File: src/sv/rsa_mexp_pkg.sv
// shared constants and types for the rsa modular exponentiation block
package rsa_mexp_pkg;

   localparam int VALUE_BITS     = 16;
   localparam int RESULT_BITS    = 16;
   localparam int REG_INDEX_BITS = 2;
   localparam int MODULUS_MIN    = 2;

   typedef logic [REG_INDEX_BITS-1:0] reg_index_type;

   localparam reg_index_type REG_MODULUS  = 2'd0;
   localparam reg_index_type REG_ENCRYPT  = 2'd1;
   localparam reg_index_type REG_DECRYPT  = 2'd2;

   localparam logic OP_ENCRYPT = 1'b0;
   localparam logic OP_DECRYPT = 1'b1;

   typedef struct packed {
      logic busy;
      logic done;
   } mul_status_type;

endpackage

File: src/sv/rsa_mexp_modmul.sv
// bit-serial modular multiplier: one multiplier bit per cycle, msb first
module rsa_mexp_modmul #(
   parameter int WORD_BITS = 16,
   parameter int B_BITS    = 16
) (
   input  logic                        clock,
   input  logic                        reset,
   input  logic                        start,
   input  logic [WORD_BITS-1:0]        multiplicand,
   input  logic [B_BITS-1:0]           multiplier,
   input  logic [WORD_BITS-1:0]        modulus,
   output logic [WORD_BITS-1:0]        product,
   output rsa_mexp_pkg::mul_status_type status
);
   import rsa_mexp_pkg::*;

   localparam int CNT_BITS = $clog2(B_BITS + 1);
   localparam int SUM_BITS = WORD_BITS + 2;

   logic [WORD_BITS-1:0] acc_ff, acc_in;
   logic [WORD_BITS-1:0] a_ff;
   logic [WORD_BITS-1:0] m_ff;
   logic [B_BITS-1:0]    b_ff;
   logic [CNT_BITS-1:0]  cnt_ff;
   logic                 busy_ff;
   logic                 done_ff;

   logic [SUM_BITS-1:0]  sum;
   logic [SUM_BITS-1:0]  m_once;
   logic [SUM_BITS-1:0]  m_twice;
   logic [SUM_BITS-1:0]  reduced;

   // acc < m and a < m, so 2*acc + a stays below 3*m
   always_comb begin
      sum     = {1'b0, acc_ff, 1'b0} + SUM_BITS'(b_ff[B_BITS-1] ? a_ff : '0);
      m_once  = {2'b00, m_ff};
      m_twice = {1'b0, m_ff, 1'b0};
      if (sum >= m_twice) begin
         reduced = sum - m_twice;
      end else if (sum >= m_once) begin
         reduced = sum - m_once;
      end else begin
         reduced = sum;
      end
      acc_in = reduced[WORD_BITS-1:0];
   end

   always_ff @(posedge clock) begin
      if (reset) begin
         busy_ff <= 1'b0;
         done_ff <= 1'b0;
         cnt_ff  <= '0;
      end else begin
         done_ff <= 1'b0;
         if (start) begin
            busy_ff <= 1'b1;
            cnt_ff  <= CNT_BITS'(B_BITS);
         end else if (busy_ff) begin
            cnt_ff <= cnt_ff - CNT_BITS'(1);
            if (cnt_ff == CNT_BITS'(1)) begin
               busy_ff <= 1'b0;
               done_ff <= 1'b1;
            end
         end
      end
   end

   always_ff @(posedge clock) begin
      if (start) begin
         acc_ff <= '0;
         a_ff   <= multiplicand;
         m_ff   <= modulus;
         b_ff   <= multiplier;
      end else if (busy_ff) begin
         acc_ff <= acc_in;
         b_ff   <= {b_ff[B_BITS-2:0], 1'b0};
      end
   end

   assign product     = acc_ff;
   assign status.busy = busy_ff;
   assign status.done = done_ff;

endmodule

File: src/sv/rsa_modular_exponentiation.sv
// rsa modular exponentiation: right-to-left square and multiply on a serial multiplier
//
//   channel  dir  handshake                 payload
//   req      in   req_tvalid / req_tready   tdata: value, tuser: operation
//   rsp      out  rsp_tvalid / rsp_tready   tdata: result
//   csr      in   psel / penable / pready   modulus, encrypt and decrypt exponent
//
// one request at a time; every modular product runs on the shared bit-serial multiplier
// (B_BITS is the wider of WORD_BITS and the value), and a request needs one reduction
// plus at most 2*WORD_BITS - 1 products, depending on the exponent's bits.
// reset is synchronous; it clears control and sets the modulus to two and both exponents to one.
// a finished result waits in the output register while the next request is taken;
// the last state holds while an earlier result is still stalled there.
module rsa_modular_exponentiation #(
   parameter  int WORD_BITS      = 16,
   localparam int CSR_DATA_BITS  = (WORD_BITS > 32) ? 64 : 32,
   localparam int CSR_ADDR_SHIFT = (WORD_BITS > 32) ? 3 : 2,
   localparam int CSR_ADDR_BITS  = CSR_ADDR_SHIFT + rsa_mexp_pkg::REG_INDEX_BITS
) (
   input  logic                                clock,
   input  logic                                reset,
   input  logic                                req_tvalid,
   output logic                                req_tready,
   input  logic [rsa_mexp_pkg::VALUE_BITS-1:0] req_tdata,  // value
   input  logic                                req_tuser,  // operation
   output logic                                rsp_tvalid,
   input  logic                                rsp_tready,
   output logic [rsa_mexp_pkg::RESULT_BITS-1:0] rsp_tdata, // result
   input  logic                                csr_psel,
   input  logic                                csr_penable,
   input  logic                                csr_pwrite,
   input  logic [CSR_ADDR_BITS-1:0]            csr_paddr,
   input  logic [CSR_DATA_BITS-1:0]            csr_pwdata,
   output logic [CSR_DATA_BITS-1:0]            csr_prdata,
   output logic                                csr_pready
);
   import rsa_mexp_pkg::*;

   localparam int B_BITS = (WORD_BITS > VALUE_BITS) ? WORD_BITS : VALUE_BITS;

   localparam logic [2:0] ST_IDLE   = 3'd0;
   localparam logic [2:0] ST_REDUCE = 3'd1;
   localparam logic [2:0] ST_STEP   = 3'd2;
   localparam logic [2:0] ST_MUL    = 3'd3;
   localparam logic [2:0] ST_SQR    = 3'd4;
   localparam logic [2:0] ST_DONE   = 3'd5;

   logic [2:0]             state_ff, state_in;
   logic [WORD_BITS-1:0]   ex_ff, ex_in;
   logic [WORD_BITS-1:0]   acc_ff, acc_in;
   logic [WORD_BITS-1:0]   sq_ff, sq_in;
   logic                   rsp_tvalid_ff, rsp_tvalid_in;
   logic [RESULT_BITS-1:0] rsp_tdata_ff, rsp_tdata_in;

   logic [WORD_BITS-1:0]   modulus_ff;
   logic [WORD_BITS-1:0]   encrypt_ff;
   logic [WORD_BITS-1:0]   decrypt_ff;

   logic                   req_accept;
   logic                   mul_start;
   logic [WORD_BITS-1:0]   mul_a;
   logic [B_BITS-1:0]      mul_b;
   logic [WORD_BITS-1:0]   mul_product;
   mul_status_type         mul_status;

   logic                   csr_write;
   reg_index_type          csr_index;
   logic [WORD_BITS-1:0]   csr_wvalue;

   assign req_tready = (state_ff == ST_IDLE);
   assign req_accept = req_tvalid & req_tready;

   rsa_mexp_modmul #(
      .WORD_BITS (WORD_BITS),
      .B_BITS    (B_BITS)
   ) u_modmul (
      .clock        (clock),
      .reset        (reset),
      .start        (mul_start),
      .multiplicand (mul_a),
      .multiplier   (mul_b),
      .modulus      (modulus_ff),
      .product      (mul_product),
      .status       (mul_status)
   );

   always_comb begin
      state_in      = state_ff;
      ex_in         = ex_ff;
      acc_in        = acc_ff;
      sq_in         = sq_ff;
      mul_start     = 1'b0;
      mul_a         = sq_ff;
      mul_b         = B_BITS'(sq_ff);
      rsp_tvalid_in = rsp_tvalid_ff & ~rsp_tready;
      rsp_tdata_in  = rsp_tdata_ff;
      case (state_ff)
         ST_IDLE: begin
            // value mod m comes out of 1 * value on the multiplier
            mul_a = WORD_BITS'(1);
            mul_b = B_BITS'(req_tdata);
            if (req_accept) begin
               mul_start = 1'b1;
               acc_in    = WORD_BITS'(1);
               ex_in     = (req_tuser == OP_DECRYPT) ? decrypt_ff : encrypt_ff;
               state_in  = ST_REDUCE;
            end
         end
         ST_REDUCE: begin
            if (mul_status.done) begin
               sq_in    = mul_product;
               state_in = ST_STEP;
            end
         end
         ST_STEP: begin
            if (ex_ff == '0) begin
               state_in = ST_DONE;
            end else if (ex_ff[0]) begin
               mul_a     = acc_ff;
               mul_start = 1'b1;
               state_in  = ST_MUL;
            end else begin
               mul_start = 1'b1;
               state_in  = ST_SQR;
            end
         end
         ST_MUL: begin
            if (mul_status.done) begin
               acc_in   = mul_product;
               ex_in    = {ex_ff[WORD_BITS-1:1], 1'b0};
               state_in = ST_STEP;
            end
         end
         ST_SQR: begin
            if (mul_status.done) begin
               sq_in    = mul_product;
               ex_in    = ex_ff >> 1;
               state_in = ST_STEP;
            end
         end
         ST_DONE: begin
            if (!rsp_tvalid_ff || rsp_tready) begin
               rsp_tvalid_in = 1'b1;
               rsp_tdata_in  = RESULT_BITS'(acc_ff);
               state_in      = ST_IDLE;
            end
         end
         default: begin
            state_in = ST_IDLE;
         end
      endcase
   end

   always_ff @(posedge clock) begin
      if (reset) begin
         state_ff      <= ST_IDLE;
         rsp_tvalid_ff <= 1'b0;
      end else begin
         state_ff      <= state_in;
         rsp_tvalid_ff <= rsp_tvalid_in;
      end
   end

   always_ff @(posedge clock) begin
      ex_ff        <= ex_in;
      acc_ff       <= acc_in;
      sq_ff        <= sq_in;
      rsp_tdata_ff <= rsp_tdata_in;
   end

   assign rsp_tvalid = rsp_tvalid_ff;
   assign rsp_tdata  = rsp_tdata_ff;

   // configuration registers
   assign csr_write  = csr_psel & csr_penable & csr_pwrite & csr_pready;
   assign csr_index  = csr_paddr[CSR_ADDR_BITS-1:CSR_ADDR_SHIFT];
   assign csr_wvalue = csr_pwdata[WORD_BITS-1:0];
   assign csr_pready = 1'b1;

   always_ff @(posedge clock) begin
      if (reset) begin
         modulus_ff <= WORD_BITS'(MODULUS_MIN);
         encrypt_ff <= WORD_BITS'(1);
         decrypt_ff <= WORD_BITS'(1);
      end else if (csr_write) begin
         case (csr_index)
            REG_MODULUS: begin
               // a modulus below two is refused
               if (csr_wvalue >= WORD_BITS'(MODULUS_MIN)) begin
                  modulus_ff <= csr_wvalue;
               end
            end
            REG_ENCRYPT: begin
               encrypt_ff <= csr_wvalue;
            end
            REG_DECRYPT: begin
               decrypt_ff <= csr_wvalue;
            end
            default: begin
            end
         endcase
      end
   end

   always_comb begin
      case (csr_index)
         REG_MODULUS: csr_prdata = CSR_DATA_BITS'(modulus_ff);
         REG_ENCRYPT: csr_prdata = CSR_DATA_BITS'(encrypt_ff);
         REG_DECRYPT: csr_prdata = CSR_DATA_BITS'(decrypt_ff);
         default:     csr_prdata = '0;
      endcase
   end

endmodule

File: config.mk
export PLATFORM = sky130hd
export DESIGN_NAME = rsa_modular_exponentiation
export DESIGN_NICKNAME = d
export VERILOG_FILES = /design/src/sv/rsa_mexp_pkg.sv /design/src/sv/rsa_mexp_modmul.sv /design/src/sv/rsa_modular_exponentiation.sv
export SDC_FILE = /design/constraint.sdc
export NUM_CORES = 1
export LEC_CHECK = 0
export ABC_CLOCK_PERIOD_IN_PS = 9700
export BUFFER_PORTS_ARGS = -buffer_cell sky130_fd_sc_hd__buf_2
export CORE_MARGIN = 4
export CORE_UTILIZATION = 55
export DETAILED_ROUTE_END_ITERATION = 10
export PLACE_DENSITY = 0.84
export SKIP_LAST_GASP = 1
export SYNTH_ARGS = -nofsm -noshare
export SYNTH_HDL_FRONTEND = slang
export SYNTH_SLANG_ARGS = --single-unit
export TNS_END_PERCENT = 10
File: constraint.sdc
create_clock -name clock -period 9.7 [get_ports clock]
set_input_delay 0 -clock clock [delete_from_list [all_inputs] [get_ports clock]]
set_output_delay 0 -clock clock [all_outputs]
set_load 0.005 [all_outputs]
==> impl_summary.log <==
INFO  metric postSynthCellCount = 1,054
INFO  metric number_of_cells_traversed_by_the_worst_hold_path = 5
INFO  metric finish.net_count = 1,252
INFO  metric critPathRequiredTime = 10.00 ns
INFO  metric i_o_pin_count = 111
INFO  metric maximum_number_of_pins_on_one_net_before_global_route_repair = 56
INFO  metric post_synth_instance_area = 10,300 um^2
INFO  metric cts-root-buf = sky130_fd_sc_hd__clkbuf_16
INFO  metric fmaxAchievable = 201 MHz
INFO  metric yosys_register_bits = 187
INFO  metric irDropWorstVdd = 0.000211 V
INFO  metric numPlacedInstances = 1,317
INFO  metric worst_setup_path_class = reg -> reg
INFO  metric clkTransAtPathRegs = 0.08 ns
INFO  metric cp-end-kind = flip-flop
INFO  metric synth_enable_flop_cells = 112
INFO  metric synthDominantCellAreaShare = 0.326
INFO  metric worst_pin_slew = 1.20 ns
INFO  metric critPathMaxFanout = 16
INFO  metric critical_path.startpoint_type = flip-flop
INFO  metric worst_hold_startpoint = req_tvalid
INFO  metric vias = 8,145
INFO  metric yosysWarningCount = 0
INFO  metric worst_r2r_src = u_modmul.b_ff[15]
INFO  metric drive_above_1_share = 0.115
INFO  metric initial_utilization = 0.566
INFO  metric post_drt_wl_per_cell = 17.4 um
INFO  metric detailed_place_hpwl = 16,900 um
INFO  metric post_drt_via_cell_ratio = 5.89
INFO  metric p_leak = 4.83 nW
INFO  metric drt-initial-drc-count = 687
INFO  metric rsz0062_at_grt = false
INFO  metric antenna_cells = 0
INFO  metric grt_overflow = 0
INFO  metric cts_buffer_depth = 2
INFO  metric netlist-cell-type-count = 70
INFO  metric postRouteAntennaNets = 0
INFO  metric ys_top_cells_by_area = sky130_fd_sc_hd__edfxtp_1, sky130_fd_sc_hd__dfxtp_1, sky130_fd_sc_hd__mux2i_1
INFO  metric clk-insertion-delay-late = 0.45 ns
INFO  metric finalPower = 3.17 mW
INFO  metric cts.htree.levels = 4
INFO  metric seq_area_frac_synth = 0.472
INFO  metric postRouteWirelength = 24,000 um
INFO  metric clock-skew-final = 0.0191 ns
INFO  metric reg2reg_to = u_modmul.product[15]
INFO  metric layoutNonFillerInstCount = 1,382
INFO  metric power_density = 271 nW/um^2
INFO  metric max_cap_viol_count = 0
INFO  metric synth-async-reset-ratio = 0
INFO  metric area_growth_syn_to_layout = 13.5%
INFO  metric dieArea = 21,000 um^2
INFO  metric dieWidth = 145 um
INFO  metric post_cts.resized_instances = 0
INFO  metric tritoncts.num_buffers = 17
INFO  metric final_util = 0.643
INFO  metric fin_setup_tns = 0 ns
INFO  metric dominant_register_cell_in_the_synthesized_netlist = sky130_fd_sc_hd__edfxtp_1
INFO  metric cts_num_sinks = 187
INFO  metric antenna_found_initial = 0
INFO  metric grt_first_pass_wirelength = 39,100 um
INFO  metric most_common_cell_in_the_netlist = sky130_fd_sc_hd__nand2_1
INFO  metric final.setup.worst_slack = 4.72 ns
INFO  metric min_period_over_period = 0.514
INFO  metric drtPass1Iterations = 5
INFO  metric setup-violations-final = 0
INFO  metric die-height = 145 um
INFO  metric cts_tree = yes
INFO  metric result_of_the_run = completed
INFO  metric global_placer_s_final_weighted_congestion = 0.932
INFO  metric row_count = 49
INFO  metric drv_slew = 0
INFO  metric holdPathEnd = state_ff[2]
INFO  metric mean_cell_area_of_the_mapped_netlist = 9.79 um^2
INFO  metric worst-r2r-setup-slack = 4.72 ns
INFO  metric worstPathArrival = 5.29 ns
INFO  metric min_tclk_post_route = 4.98 ns
INFO  metric yosys.area.top_type = sky130_fd_sc_hd__edfxtp_1
INFO  metric timing.max_slew.rel_slack = 0.198
INFO  metric min-delay-path-class = in -> reg
INFO  metric buffer_ports.inserted = 75
INFO  metric drc_errors = 0
INFO  metric cts.hold.buffers_added = 33
INFO  metric pre_cts_slack = 4.79 ns
INFO  metric yosys-top-cells-count = sky130_fd_sc_hd__nand2_1, sky130_fd_sc_hd__edfxtp_1, sky130_fd_sc_hd__a21oi_1
INFO  metric core_area = 18,200 um^2
INFO  metric grt_util_all_layers = 0.225
INFO  metric finalHoldViolCount = 0
INFO  metric reg2regPathDepth = 20
INFO  metric cts_post_setup_buffers_inserted = 0
INFO  metric via_count_of_the_first_global_routing_pass = 7,773
==> worst max-delay path by stage <==
stage                       from                    to  slack (ns)  cells past startpoint
6_report       u_modmul.b_ff[15]  u_modmul.product[15]        4.72                     20
5_1_grt        u_modmul.b_ff[15]   u_modmul.product[1]        4.42                     18
4_1_cts        u_modmul.b_ff[15]  u_modmul.product[15]        4.75                     20
3_5_place_dp   u_modmul.b_ff[15]   u_modmul.product[1]        4.79                     19
3_3_place_gp   u_modmul.b_ff[15]   u_modmul.product[1]        4.91                     19
2_1_floorplan  u_modmul.b_ff[15]   u_modmul.product[1]        5.42                     16
==> cell type report <==
class | count | area, um^2
tap | 229 | 287
inverter | 39 | 146
clock inverter | 14 | 156
fill | 1326 | 6500
clock buffer | 18 | 429
timing repair buffer | 119 | 788
multi-input combinational | 776 | 5040
sequential | 187 | 4860
==> cells in the final DEF (no fill, tap or decap), types with 4 or more instances in the layout <==
cell type | synthesis | final
sky130_fd_sc_hd__nand4_1 | 9 | 9
sky130_fd_sc_hd__o221ai_1 | 5 | 5
sky130_fd_sc_hd__a211oi_1 | 4 | 4
sky130_fd_sc_hd__dfxtp_1 | 75 | 75
sky130_fd_sc_hd__nand3_1 | 12 | 12
sky130_fd_sc_hd__nand3b_1 | 7 | 7
sky130_fd_sc_hd__buf_4 | 18 | 11
sky130_fd_sc_hd__a21oi_1 | 83 | 83
sky130_fd_sc_hd__xnor2_1 | 29 | 29
sky130_fd_sc_hd__and2_1 | 32 | 32
sky130_fd_sc_hd__xor2_1 | 10 | 10
sky130_fd_sc_hd__nand2b_1 | 10 | 10
sky130_fd_sc_hd__o211ai_1 | 7 | 7
sky130_fd_sc_hd__o21ai_0 | 79 | 79
sky130_fd_sc_hd__buf_2 | 1 | 75
sky130_fd_sc_hd__dlygate4sd3_1 | 0 | 33
sky130_fd_sc_hd__clkinv_8 | 0 | 4
sky130_fd_sc_hd__and3_1 | 6 | 6
sky130_fd_sc_hd__nor2b_1 | 8 | 8
sky130_fd_sc_hd__inv_1 | 39 | 39
sky130_fd_sc_hd__nor4_1 | 8 | 8
sky130_fd_sc_hd__nor3_1 | 14 | 12
sky130_fd_sc_hd__o31ai_1 | 4 | 4
sky130_fd_sc_hd__nor2_1 | 67 | 67
sky130_fd_sc_hd__ha_1 | 49 | 49
sky130_fd_sc_hd__or4_1 | 4 | 4
sky130_fd_sc_hd__edfxtp_1 | 112 | 112
sky130_fd_sc_hd__conb_1 | 2 | 17
sky130_fd_sc_hd__a31oi_1 | 8 | 8
sky130_fd_sc_hd__nand2_1 | 145 | 145
sky130_fd_sc_hd__a22o_1 | 17 | 17
sky130_fd_sc_hd__o21bai_1 | 5 | 5
sky130_fd_sc_hd__o21a_1 | 6 | 6
sky130_fd_sc_hd__a21o_1 | 13 | 13
sky130_fd_sc_hd__mux2i_1 | 70 | 70
sky130_fd_sc_hd__clkbuf_16 | 0 | 17
==> registers in the layout (all words and copies together) (netlist names), 3 cells and up <==
register / cells
u_modmul.cnt_ff: 5
u_modmul.a_ff: 16
u_modmul.product: 16
decrypt_ff: 16
rsp_tdata: 16
modulus_ff: 16
acc_ff: 16
state_ff: 3
sq_ff: 16
encrypt_ff: 16
u_modmul.b_ff: 16
u_modmul.m_ff: 16
ex_ff: 16
==> report_power, final <==
| part | total [mW] | leakage (nW) | internal, mW | switching [mW] |
|---|---|---|---|---|
| Combinational | 1.48 | 2.87 | 0.605 | 0.870 |
| Sequential | 1.01 | 1.68 | 0.943 | 0.0636 |
| Clock | 0.686 | 0.283 | 0.345 | 0.341 |
| Total | 3.17 | 4.83 | 1.89 | 1.27 |
==> through the flow <==
step           hold WS (ns)  area (um^2)
6_report             0.0413        11700
3_5_place_dp          0.281        10800
3_3_place_gp          0.274        10800
5_1_grt               0.142        11700
4_1_cts              0.0355        11700
2_1_floorplan         0.121        10400
==> layer usage <==
layer / GRT usage / part of all wire / up-vias
met5: 0 / 0 / -
met4: 0.0637 / 0.017 / 0
met3: 0.0437 / 0.063 / 40
met2: 0.388 / 0.49 / 310
met1: 0.292 / 0.43 / 3854
li1: - / - / 3941
==> logic make-up (layout without fill, tap and decap cells) <==
group                    count (synthesis)  count (layout)  share of synthesized area
buffers and inverters                  106             190                     0.0467
multiplexers                            72              72                     0.0701
other                                    2              17                   0.000728
flip-flops                             187             187                      0.472
adder cells (fa/ha/maj)                 52              52                     0.0653
AO/OA/AOI/OAI                          259             259                      0.159
XOR/XNOR                                39              39                     0.0331
AND/OR/NAND/NOR                        337             337                      0.154
==> critical path, stage by stage, from the launching register on <==
cell	delay, ns
sky130_fd_sc_hd__edfxtp_1	0.61
sky130_fd_sc_hd__and2_1	0.25
sky130_fd_sc_hd__ha_1	0.21
sky130_fd_sc_hd__inv_1	0.07
sky130_fd_sc_hd__fa_1	0.19
sky130_fd_sc_hd__nor2b_1	0.06
sky130_fd_sc_hd__o31a_1	0.29
sky130_fd_sc_hd__o211a_4	0.29
sky130_fd_sc_hd__o31ai_1	0.31
sky130_fd_sc_hd__nand2b_1	0.09
sky130_fd_sc_hd__a21oi_1	0.18
sky130_fd_sc_hd__xnor2_1	0.15
sky130_fd_sc_hd__ha_1	0.43
sky130_fd_sc_hd__nand2_1	0.10
sky130_fd_sc_hd__nor2_1	0.18
sky130_fd_sc_hd__nand3_1	0.12
sky130_fd_sc_hd__o31ai_1	0.27
sky130_fd_sc_hd__o22ai_1	0.14
sky130_fd_sc_hd__and2_1	0.31
sky130_fd_sc_hd__o311ai_0	0.41
sky130_fd_sc_hd__o32ai_1	0.14
(Power assumes the default switching activity.)
